`src/unp_pkg.sv`:
```
// ----------------------------------------------------------------------------
// unp_pkg: shared constants, types and helpers for the ambient noise core
// Fixed-point widths, Q30 scale factors, register indexes and the rounding
// multiply used by the log10 and dB conversion stages.
// ----------------------------------------------------------------------------
package unp_pkg;

   // Field widths
   localparam int FREQ_FRAC_BITS_DEF = 8;
   localparam int FREQ_W             = 24;
   localparam int NOISE_W            = 17;
   localparam int WIND_W             = 16;
   localparam int SHIP_W             = 9;
   localparam int CSR_W              = 16;
   localparam int CSR_IDX_W          = 1;

   // Register indexes
   localparam logic [CSR_IDX_W-1:0] CSR_WIND_SPEED = 1'b0;
   localparam logic [CSR_IDX_W-1:0] CSR_SHIP_ACT   = 1'b1;

   localparam logic [WIND_W-1:0] WIND_RESET = 16'd256;
   localparam logic [SHIP_W-1:0] SHIP_RESET = 9'd0;

   // Internal number formats
   localparam int FRAC_W  = 16;          // Q16 fraction of logs and exponents
   localparam int LOG_W   = 24;          // signed Q8.16 log value
   localparam int RND_W   = LOG_W + 3;   // result of the Q30 rounding multiply
   localparam int TERM_W  = 32;          // signed Q16 dB terms
   localparam int MANT_W  = 31;          // Q30 mantissa / power ratio
   localparam int E_W     = 32;          // Q16 exponent of a power ratio
   localparam int SUM_W   = MANT_W + 2;  // sum of four ratios

   // Pipeline depth of the shared units
   localparam int LOG_LAT = FRAC_W + 2;
   localparam int POW_LAT = FRAC_W + 1;

   // Q30 / Q32 scale factors
   localparam logic [28:0] LOG10_2_Q30       = 29'd323228497;
   localparam logic [31:0] DB10_2_Q30        = 32'd3232284966;
   localparam logic [28:0] LOG2_10_DIV10_Q30 = 29'd356689313;
   localparam logic [31:0] OFF_003_Q32       = 32'd128849019;
   localparam logic [31:0] OFF_04_Q32        = 32'd1717986918;

   typedef logic signed [LOG_W-1:0] log_type;

   // a * b / 2^30, rounded half away from zero
   function automatic logic signed [RND_W-1:0] mul_rnd_q30(input log_type a,
                                                           input logic [31:0] b);
      logic [LOG_W-1:0]         mag;
      logic [LOG_W+31:0]        prod;
      logic signed [RND_W-1:0]  rv;
      mag  = a[LOG_W-1] ? LOG_W'(-a) : LOG_W'(a);
      prod = (LOG_W+32)'(mag) * (LOG_W+32)'(b) + (LOG_W+32)'(64'd1 << 29);
      rv   = {1'b0, prod[LOG_W+31:30]};
      return a[LOG_W-1] ? -rv : rv;
   endfunction

   // Truncated integer square root, elaboration only
   function automatic logic [63:0] isqrt_const(input logic [63:0] x_in);
      logic [63:0] x;
      logic [63:0] res;
      logic [63:0] bitv;
      x    = x_in;
      res  = '0;
      bitv = 64'h4000_0000_0000_0000;
      for (int i = 0; i < 32; i++) begin
         if (x >= res + bitv) begin
            x   = x - (res + bitv);
            res = (res >> 1) + bitv;
         end else begin
            res = res >> 1;
         end
         bitv = bitv >> 2;
      end
      return res;
   endfunction

   // 2^(-2^(k-16)) in Q30 from the square-root chain of one half
   function automatic logic [MANT_W-1:0] pow2_coef(input int k);
      logic [63:0] c;
      c = 64'd1 << 29;
      for (int j = FRAC_W - 1; j >= 0; j--) begin
         if (j >= k) begin
            c = isqrt_const(c << 30);
         end
      end
      return c[MANT_W-1:0];
   endfunction

endpackage

```
`src/unp_sqrt.sv`:
```
// ----------------------------------------------------------------------------
// unp_sqrt: pipelined integer square root of the wind speed
// Takes sqrt(wind << 24) one result bit per stage; the result reads as Q16.
// ----------------------------------------------------------------------------
module unp_sqrt (
   input  logic                        clock,
   input  logic                        en,
   input  logic [unp_pkg::WIND_W-1:0]  wind,
   output logic [(unp_pkg::WIND_W+24)/2-1:0] root
);

   localparam int RAD_W  = unp_pkg::WIND_W + 24;
   localparam int ROOT_W = RAD_W / 2;
   localparam int REM_W  = ROOT_W + 2;

   logic [unp_pkg::WIND_W-1:0] w_ff [ROOT_W];
   logic [REM_W-1:0]           rem_ff [ROOT_W];
   logic [ROOT_W-1:0]          q_ff [ROOT_W];

   for (genvar j = 0; j < ROOT_W; j++) begin : g_step
      logic [unp_pkg::WIND_W-1:0] w_cur;
      logic [REM_W-1:0]           rem_cur;
      logic [ROOT_W-1:0]          q_cur;
      logic [RAD_W-1:0]           rad;
      logic [REM_W+1:0]           rem_sh;
      logic [REM_W+1:0]           trial;
      logic                       ge;

      if (j == 0) begin : g_first
         assign w_cur   = wind;
         assign rem_cur = '0;
         assign q_cur   = '0;
      end else begin : g_next
         assign w_cur   = w_ff[j-1];
         assign rem_cur = rem_ff[j-1];
         assign q_cur   = q_ff[j-1];
      end

      // Bring down two radicand bits and try the next root bit
      always_comb begin
         rad    = {w_cur, 24'b0};
         rem_sh = {rem_cur, rad[2*(ROOT_W-1-j)+1 -: 2]};
         trial  = (REM_W+2)'({q_cur, 2'b01});
         ge     = rem_sh >= trial;
      end

      always_ff @(posedge clock) begin
         if (en) begin
            w_ff[j]   <= w_cur;
            rem_ff[j] <= ge ? REM_W'(rem_sh - trial) : REM_W'(rem_sh);
            q_ff[j]   <= {q_cur[ROOT_W-2:0], ge};
         end
      end
   end

   assign root = q_ff[ROOT_W-1];

endmodule

```
`config.mk`:
```
export PLATFORM = sky130hd
export DESIGN_NAME = unp_sqrt
export DESIGN_NICKNAME = d
export VERILOG_FILES = /design/src/unp_pkg.sv /design/src/unp_sqrt.sv
export SDC_FILE = /design/constraint.sdc
export NUM_CORES = 1
export LEC_CHECK = 0
export ABC_AREA = 1
export ABC_CLOCK_PERIOD_IN_PS = 3250
export BUFFER_PORTS_ARGS = -buffer_cell sky130_fd_sc_hd__buf_2
export CAP_MARGIN = 25
export CORE_MARGIN = 4
export CORE_UTILIZATION = 52
export DETAILED_ROUTE_END_ITERATION = 12
export PLACE_DENSITY = 0.68
export REMOVE_ABC_BUFFERS = 1
export SLEW_MARGIN = 20
export SYNTH_ARGS = -nofsm -noshare
export SYNTH_HDL_FRONTEND = slang
export SYNTH_SLANG_ARGS = --single-unit
```
`constraint.sdc`:
```
create_clock -name clock -period 3.25 [get_ports clock]
set_input_delay 0.65 -clock clock [delete_from_list [all_inputs] [get_ports clock]]
set_output_delay 0.65 -clock clock [all_outputs]
set_load 0.1 [all_outputs]
```
==> impl_metrics.json, run 1 <==
{
  "rsz0062_at_grt": "no",
  "seq_area_frac_synth_pct": 49.7,
  "grt_pass1_wl_um": 141000,
  "cts.clk_slew.worst_paths_ps": 60,
  "synth_fa_ha_area_share_pct": 7.25,
  "synth_top_cell_area_share_pct": 49.7,
  "dp_cells": 5574,
  "io_buffers": 37,
  "hp-start": "wind[13]",
  "finalMaxSlewViolations": 0,
  "period_minus_slack_ps": 2710,
  "p_sw_share_pct": 29.7,
  "worstPathRequired_ps": 3590,
  "ys_async_sr_fraction_pct": 0,
  "cp.arrival_ps": 3050,
  "cts_root_buf": "clkbuf_16",
  "end_kind": "register",
  "insertion_delay_ps": 620,
  "ctsResizeCount": 0,
  "synthSimpleGateAreaFrac_pct": 25.8,
  "antenna_cells": 0,
  "dieArea_um2": 79300,
  "whs_ps": 208,
  "htreeDepth": 3,
  "drive_above_1_share_pct": 6.01,
  "pwr-share-seq_pct": 44.9,
  "drc": 0,
  "initial_core_util_pct": 52.4,
  "hold_viol_final": 0,
  "synth.largest_area_cell": "edfxtp_1",
  "criticalPathCategory": "reg -> reg",
  "ioPinCount": 38,
  "ys_ff_latch": 645,
  "vias": 29500,
  "p_leak_nw": 19.2,
  "synth_common_cells": "nand2_1, inv_1, edfxtp_1",
  "synthMuxAreaShare_pct": 0,
  "fin_cells": 5711,
  "grt_pass1_vias": 27800,
  "drt_iter0_markers": 2176,
  "setup_viol": 0,
  "final_antenna_net_count": 0,
  "drt-wirelength-per-cell_um": 15.2,
  "finalSetupTns_ps": 0,
  "synth.distinct_cells": 46,
  "synth_edf_count": 645,
  "reg2reg_from": "rem_ff[12][1]",
  "die_y_um": 282,
  "synth_compound_area_share_pct": 6.04,
  "fin_crit_sh_pct": 83.4,
  "cts_tree": "done",
  "max_freq_mhz": 369,
  "fin_skew_ps": 20.5,
  "worstMarginPinSlew_ps": 705,
  "clkPwrFrac_pct": 34.5,
  "yosysWarnings": 0,
  "track_usage_pct": 22.0,
  "internal-power_mw": 17.2,
  "powerDensity_nw_per_um2": 570,
  "netlist_area_um2": 39000,
  "fin_nets": 4918,
  "max_cap_viol_count": 0,
  "cp_max_fo": 22,
  "avgSynthCellArea_um2": 8.51,
  "coreArea_um2": 74300,
  "crit_start": "rem_ff[12][1]",
  "grt_remaining_overflow": 0,
  "vdd_ir_drop_max_v": 0.000554,
  "clk_path_buf_depth": 3,
  "die_x_um": 282,
  "gp_congestion": 0.904,
  "fin_util_pct": 57.7,
  "synth_top_family_by_area": "simple AND/OR/NAND/NOR gates",
  "timing.slew.headroom_pct": 52.5,
  "hold_buffers": 0,
  "dp_hpwl_um": 67600,
  "grt_max_degree": 89,
  "hold_class": "in -> reg",
  "pwr-share-comb_pct": 20.6,
  "drt-pass1-iter-count": 6,
  "status": "finished, final reports clean",
  "cts_buffers": 74,
  "rows": 100,
  "synth_xor_area_share_pct": 3.46,
  "ys.flop_type": "edfxtp_1",
  "synth_area_leaders": "edfxtp_1, nand2_1, inv_1",
  "area_delta_synth_final_pct": 10.0,
  "cts_sinks": 645,
  "wl_um": 87000,
  "p_sw_mw": 7.27,
  "antenna_found_initial": 1,
  "worst_setup_path_start_kind": "register",
  "via_per_inst": 5.17,
  "post_synth_inst_count": 4579,
  "postCtsSetupBuffers": 0,
  "synth_most_common_cell": "nand2_1"
}
power by group through the flow:
stage | clock [mW] | combinational, mW | sequential [mW]
floorplan | 0 | 3.72 | 10.9
global placement | 0 | 4.93 | 11.1
detailed placement | 0 | 4.98 | 11.1
CTS | 8.68 | 5.01 | 11.0
global route | 9.05 | 5.79 | 11.1
finish | 8.44 | 5.03 | 11.0
per-layer routing:
layer	up-vias	global-route usage [%]	wire length (um)
li1	15300	-	-
met3	123	2.72	4450
met4	2	5.90	1830
met1	13500	31.4	40500
met5	-	0	7
met2	669	36.0	40200
worst max-delay path: stages (launching register included):
cell	delay, ps
edfxtp_1	430
inv_1	90
ha_1	230
fa_1	420
nand2_1	110
nand2_1	60
nand3b_1	80
nand2_1	100
nand2_1	130
nand3_1	260
inv_2	390
o21ai_0	140
state kept, by name, summed over array words and instances (netlist names):
register	count
q_ff	199
rem_ff	390
w_ff	56
cell families (layout without fill, tap and decap cells):
| group | Yosys count | after routing |
|---|---|---|
| simple gates | 2369 | 2369 |
| xor+xnor | 154 | 154 |
| buf+inv | 757 | 920 |
| other cells | 1 | 1 |
| fa+ha+maj | 219 | 219 |
| flops | 645 | 645 |
| compound gates | 434 | 434 |
final timing paths:
check,slack [ps],depth (start not counted),to
hold / removal,210,1,w_ff[0][13]
hold reg to reg,400,0,w_ff[3][6]
setup reg to reg,540,11,rem_ff[13][11]
setup / recovery,540,11,rem_ff[13][11]
per-stage QoR:
stage | area [um^2] | power (mW) | setup WS (ps)
after CTS | 42900 | 24.7 | 552
after global routing | 42900 | 25.9 | 300
after global placement | 40400 | 16.1 | 597
after detailed placement | 40400 | 16.1 | 578
final | 42900 | 24.4 | 541
after floorplan | 38600 | 14.6 | 864
cell usage in the layout (no fill, tap or decap), types with 17 or more instances in the layout:
cell type	Yosys	layout
a21oi_1	200	200
buf_2	9	36
buf_4	13	19
clkbuf_16	0	76
clkinv_1	0	22
edfxtp_1	645	645
ha_1	208	208
inv_1	703	703
nand2_1	1382	1382
nand3_1	317	317
nand3b_1	52	52
nand4_1	59	59
nor2_1	420	420
nor2_2	17	17
nor3_1	51	51
o21ai_0	145	145
o21ai_1	33	33
o21ai_2	19	19
xnor2_1	80	80
xor2_1	74	74
final cells by class:
| class | count | area [um^2] |
|---|---|---|
| sequential | 645 | 19400 |
| clock inverter | 52 | 552 |
| clock buffer | 85 | 1940 |
| inverter | 717 | 2690 |
| timing repair buffer | 66 | 538 |
| fill | 6718 | 31500 |
| multi-input combinational | 3177 | 16600 |
| tap | 969 | 1210 |
Power figures use the tool's default switching activity.
==> inputs of run 2 (changes only) <==
--- a/config.mk
+++ b/config.mk
@@ -6,13 +6,13 @@
 export NUM_CORES = 1
 export LEC_CHECK = 0
 export ABC_AREA = 1
-export ABC_CLOCK_PERIOD_IN_PS = 3250
+export ABC_CLOCK_PERIOD_IN_PS = 2400
 export BUFFER_PORTS_ARGS = -buffer_cell sky130_fd_sc_hd__buf_2
 export CAP_MARGIN = 25
 export CORE_MARGIN = 4
 export CORE_UTILIZATION = 52
 export DETAILED_ROUTE_END_ITERATION = 12
-export PLACE_DENSITY = 0.68
+export PLACE_DENSITY = 0.7
 export REMOVE_ABC_BUFFERS = 1
 export SLEW_MARGIN = 20
 export SYNTH_ARGS = -nofsm -noshare
==> constraint.sdc (replaced) <==
create_clock -name clock -period 2.4 [get_ports clock]
set_input_delay 0.48 -clock clock [delete_from_list [all_inputs] [get_ports clock]]
set_output_delay 0.48 -clock clock [all_outputs]
set_load 0.1 [all_outputs]
==> impl_metrics.json, run 2 (synthesized netlist as in run 1, its figures left out) <==
{
  "powerDensity_nw_per_um2": 754,
  "reg.largest.list": "rem_ff: 390 flops, q_ff: 199 flops, w_ff: 56 flops",
  "die_x_um": 282,
  "drive_above_1_share_pct": 8.00,
  "dp_hpwl_um": 69100,
  "hold_class": "in -> reg",
  "vdd_ir_drop_max_v": 0.000674,
  "grt_max_degree": 72,
  "finalSetupTns_ps": 0,
  "grt_pass1_vias": 28300,
  "met2_usage_pct": 37.3,
  "grt_remaining_overflow": 0,
  "via_per_inst": 5.19,
  "ioPinCount": 38,
  "worstPathRequired_ps": 2760,
  "insertion_delay_ps": 620,
  "track_usage_pct": 22.2,
  "cp_max_fo": 13,
  "largest_reg_flops": 390,
  "io_buffers": 37,
  "criticalPathCategory": "reg -> reg",
  "worstMarginPinSlew_ps": 556,
  "p_leak_nw": 19.5,
  "drt_iter0_markers": 2171,
  "dieArea_um2": 79300,
  "rows": 100,
  "mostFrequentLayoutCells": "nand2_1, inv_1, edfxtp_1",
  "gr-usage-met1_pct": 30.4,
  "antenna_found_initial": 1,
  "final_common_cell": "nand2_1",
  "final_antenna_net_count": 0,
  "power.total_mw": 32.8,
  "cp_slowest_cell": "edfxtp_1",
  "max_cap_viol_count": 0,
  "coreArea_um2": 74300,
  "fin_nets": 4991,
  "area_delta_synth_final_pct": 11.7,
  "status": "finished, final reports clean",
  "max_freq_mhz": 437,
  "cp_num_buf_inv": 1,
  "cts_sinks": 645,
  "clk_path_buf_depth": 3,
  "path_delay_family": "simple AND/OR/NAND/NOR gates",
  "worst_setup_path_start_kind": "register",
  "dpl_cell_area_um2": 41000,
  "htreeDepth": 3,
  "cp.arrival_ps": 2650,
  "period_minus_slack_ps": 2290,
  "cpPeakStageDelay_ps": 410,
  "timing.slew.headroom_pct": 62.5,
  "cts_tree": "done",
  "whs_ps": 37.5,
  "drc": 0,
  "path_common_cell": "nand2_1",
  "fin_cells": 5780,
  "wl_um": 88800,
  "hold_viol_final": 0,
  "finalMaxSlewViolations": 0,
  "initial_core_util_pct": 52.4,
  "cts.clk_slew.worst_paths_ps": 60,
  "end_kind": "register",
  "vias": 30000,
  "drt-pass1-iter-count": 6,
  "rsz0062_at_grt": "no",
  "fin_crit_sh_pct": 95.4,
  "setup_viol": 0,
  "design_area_um2": 43500,
  "drt-wirelength-per-cell_um": 15.4,
  "top_usage_layer": "met2",
  "cts_buffers": 72,
  "gp_congestion": 0.903,
  "fin_skew_ps": 25.9,
  "grt_pass1_wl_um": 143000,
  "regMostFlops": "rem_ff",
  "antenna_cells": 0,
  "die_y_um": 282,
  "dp_cells": 5640,
  "grt_util_met3_pct": 2.72,
  "cts_root_buf": "clkbuf_16",
  "crit_chain": "ha_1 -> fa_2 -> nand3_1 -> nand3_1 -> nand2_1 -> nand2_1 -> nand3b_1 -> nand3_2 -> buf_4 -> nand2_1 -> o21ai_0"
}
## run 2: changes by cell type in the layout (fill, tap and decap cells not counted), moves of 5 or more
cell      before  now
fa_1          11    6
buf_4         19   82
ha_2           0    7
inv_2         14    8
fa_2           0    5
inv_6          3    8
clkinv_1      22   11
buf_12        10   17
ha_1         208  201
clkinv_2       7   12
## run 2: final timing paths
kind	slack, ps	endpoint	startpoint	cells after the start
setup reg to reg	110	rem_ff[17][3]	rem_ff[16][0]	11
setup / recovery	110	rem_ff[17][3]	rem_ff[16][0]	11
hold / removal	40	w_ff[0][13]	wind[13]	1
hold reg to reg	410	w_ff[1][6]	w_ff[0][6]	0
## run 2: power breakdown
part / switching [mW] / internal, mW
Sequential: 0.881 / 14.0
Combinational: 4.50 / 2.47
Clock: 4.60 / 6.37
## run 2: final cells by class
class / instances / area (um^2)
inverter: 717 / 2710
tap: 969 / 1210
multi-input combinational: 3177 / 16600
timing repair buffer: 141 / 1220
sequential: 645 / 19400
clock inverter: 48 / 470
fill: 6542 / 30800
clock buffer: 83 / 1890
## run 2: routing by layer
layer | vias up | part of all wire, %
li1 | 15400 | -
met1 | 13700 | 45
met2 | 794 | 47
met3 | 157 | 5.2
met4 | 0 | 2.5
met5 | - | 0
## run 2: worst reg2reg max path: stages (launching register included)
cell and delay (ps):
edfxtp_1 410, ha_1 270, fa_2 380, nand3_1 80, nand3_1 140, nand2_1 90
nand2_1 100, nand3b_1 120, nand3_2 110, buf_4 210, nand2_1 60, o21ai_0 70
## run 2: what timing repair did
item / in CTS / in global routing
endpoints found under the hold margin: 2 / 0
gates resized for setup: 1 / 38
gates cloned: 0 / 1
pin swaps: 0 / 3
hold buffers: 2 / 0
setup endpoints to repair: 7 / 146
buffers inserted: 0 / 6
## run 2: per-stage QoR
step | util (%) | worst slack, ps
after floorplan | - | 14.0
after global placement | 55.1 | 98.2
after detailed placement | 55.1 | 21.6
after CTS | 58.3 | 3.22
after global routing | 58.5 | 1.45
final | 58.5 | 111
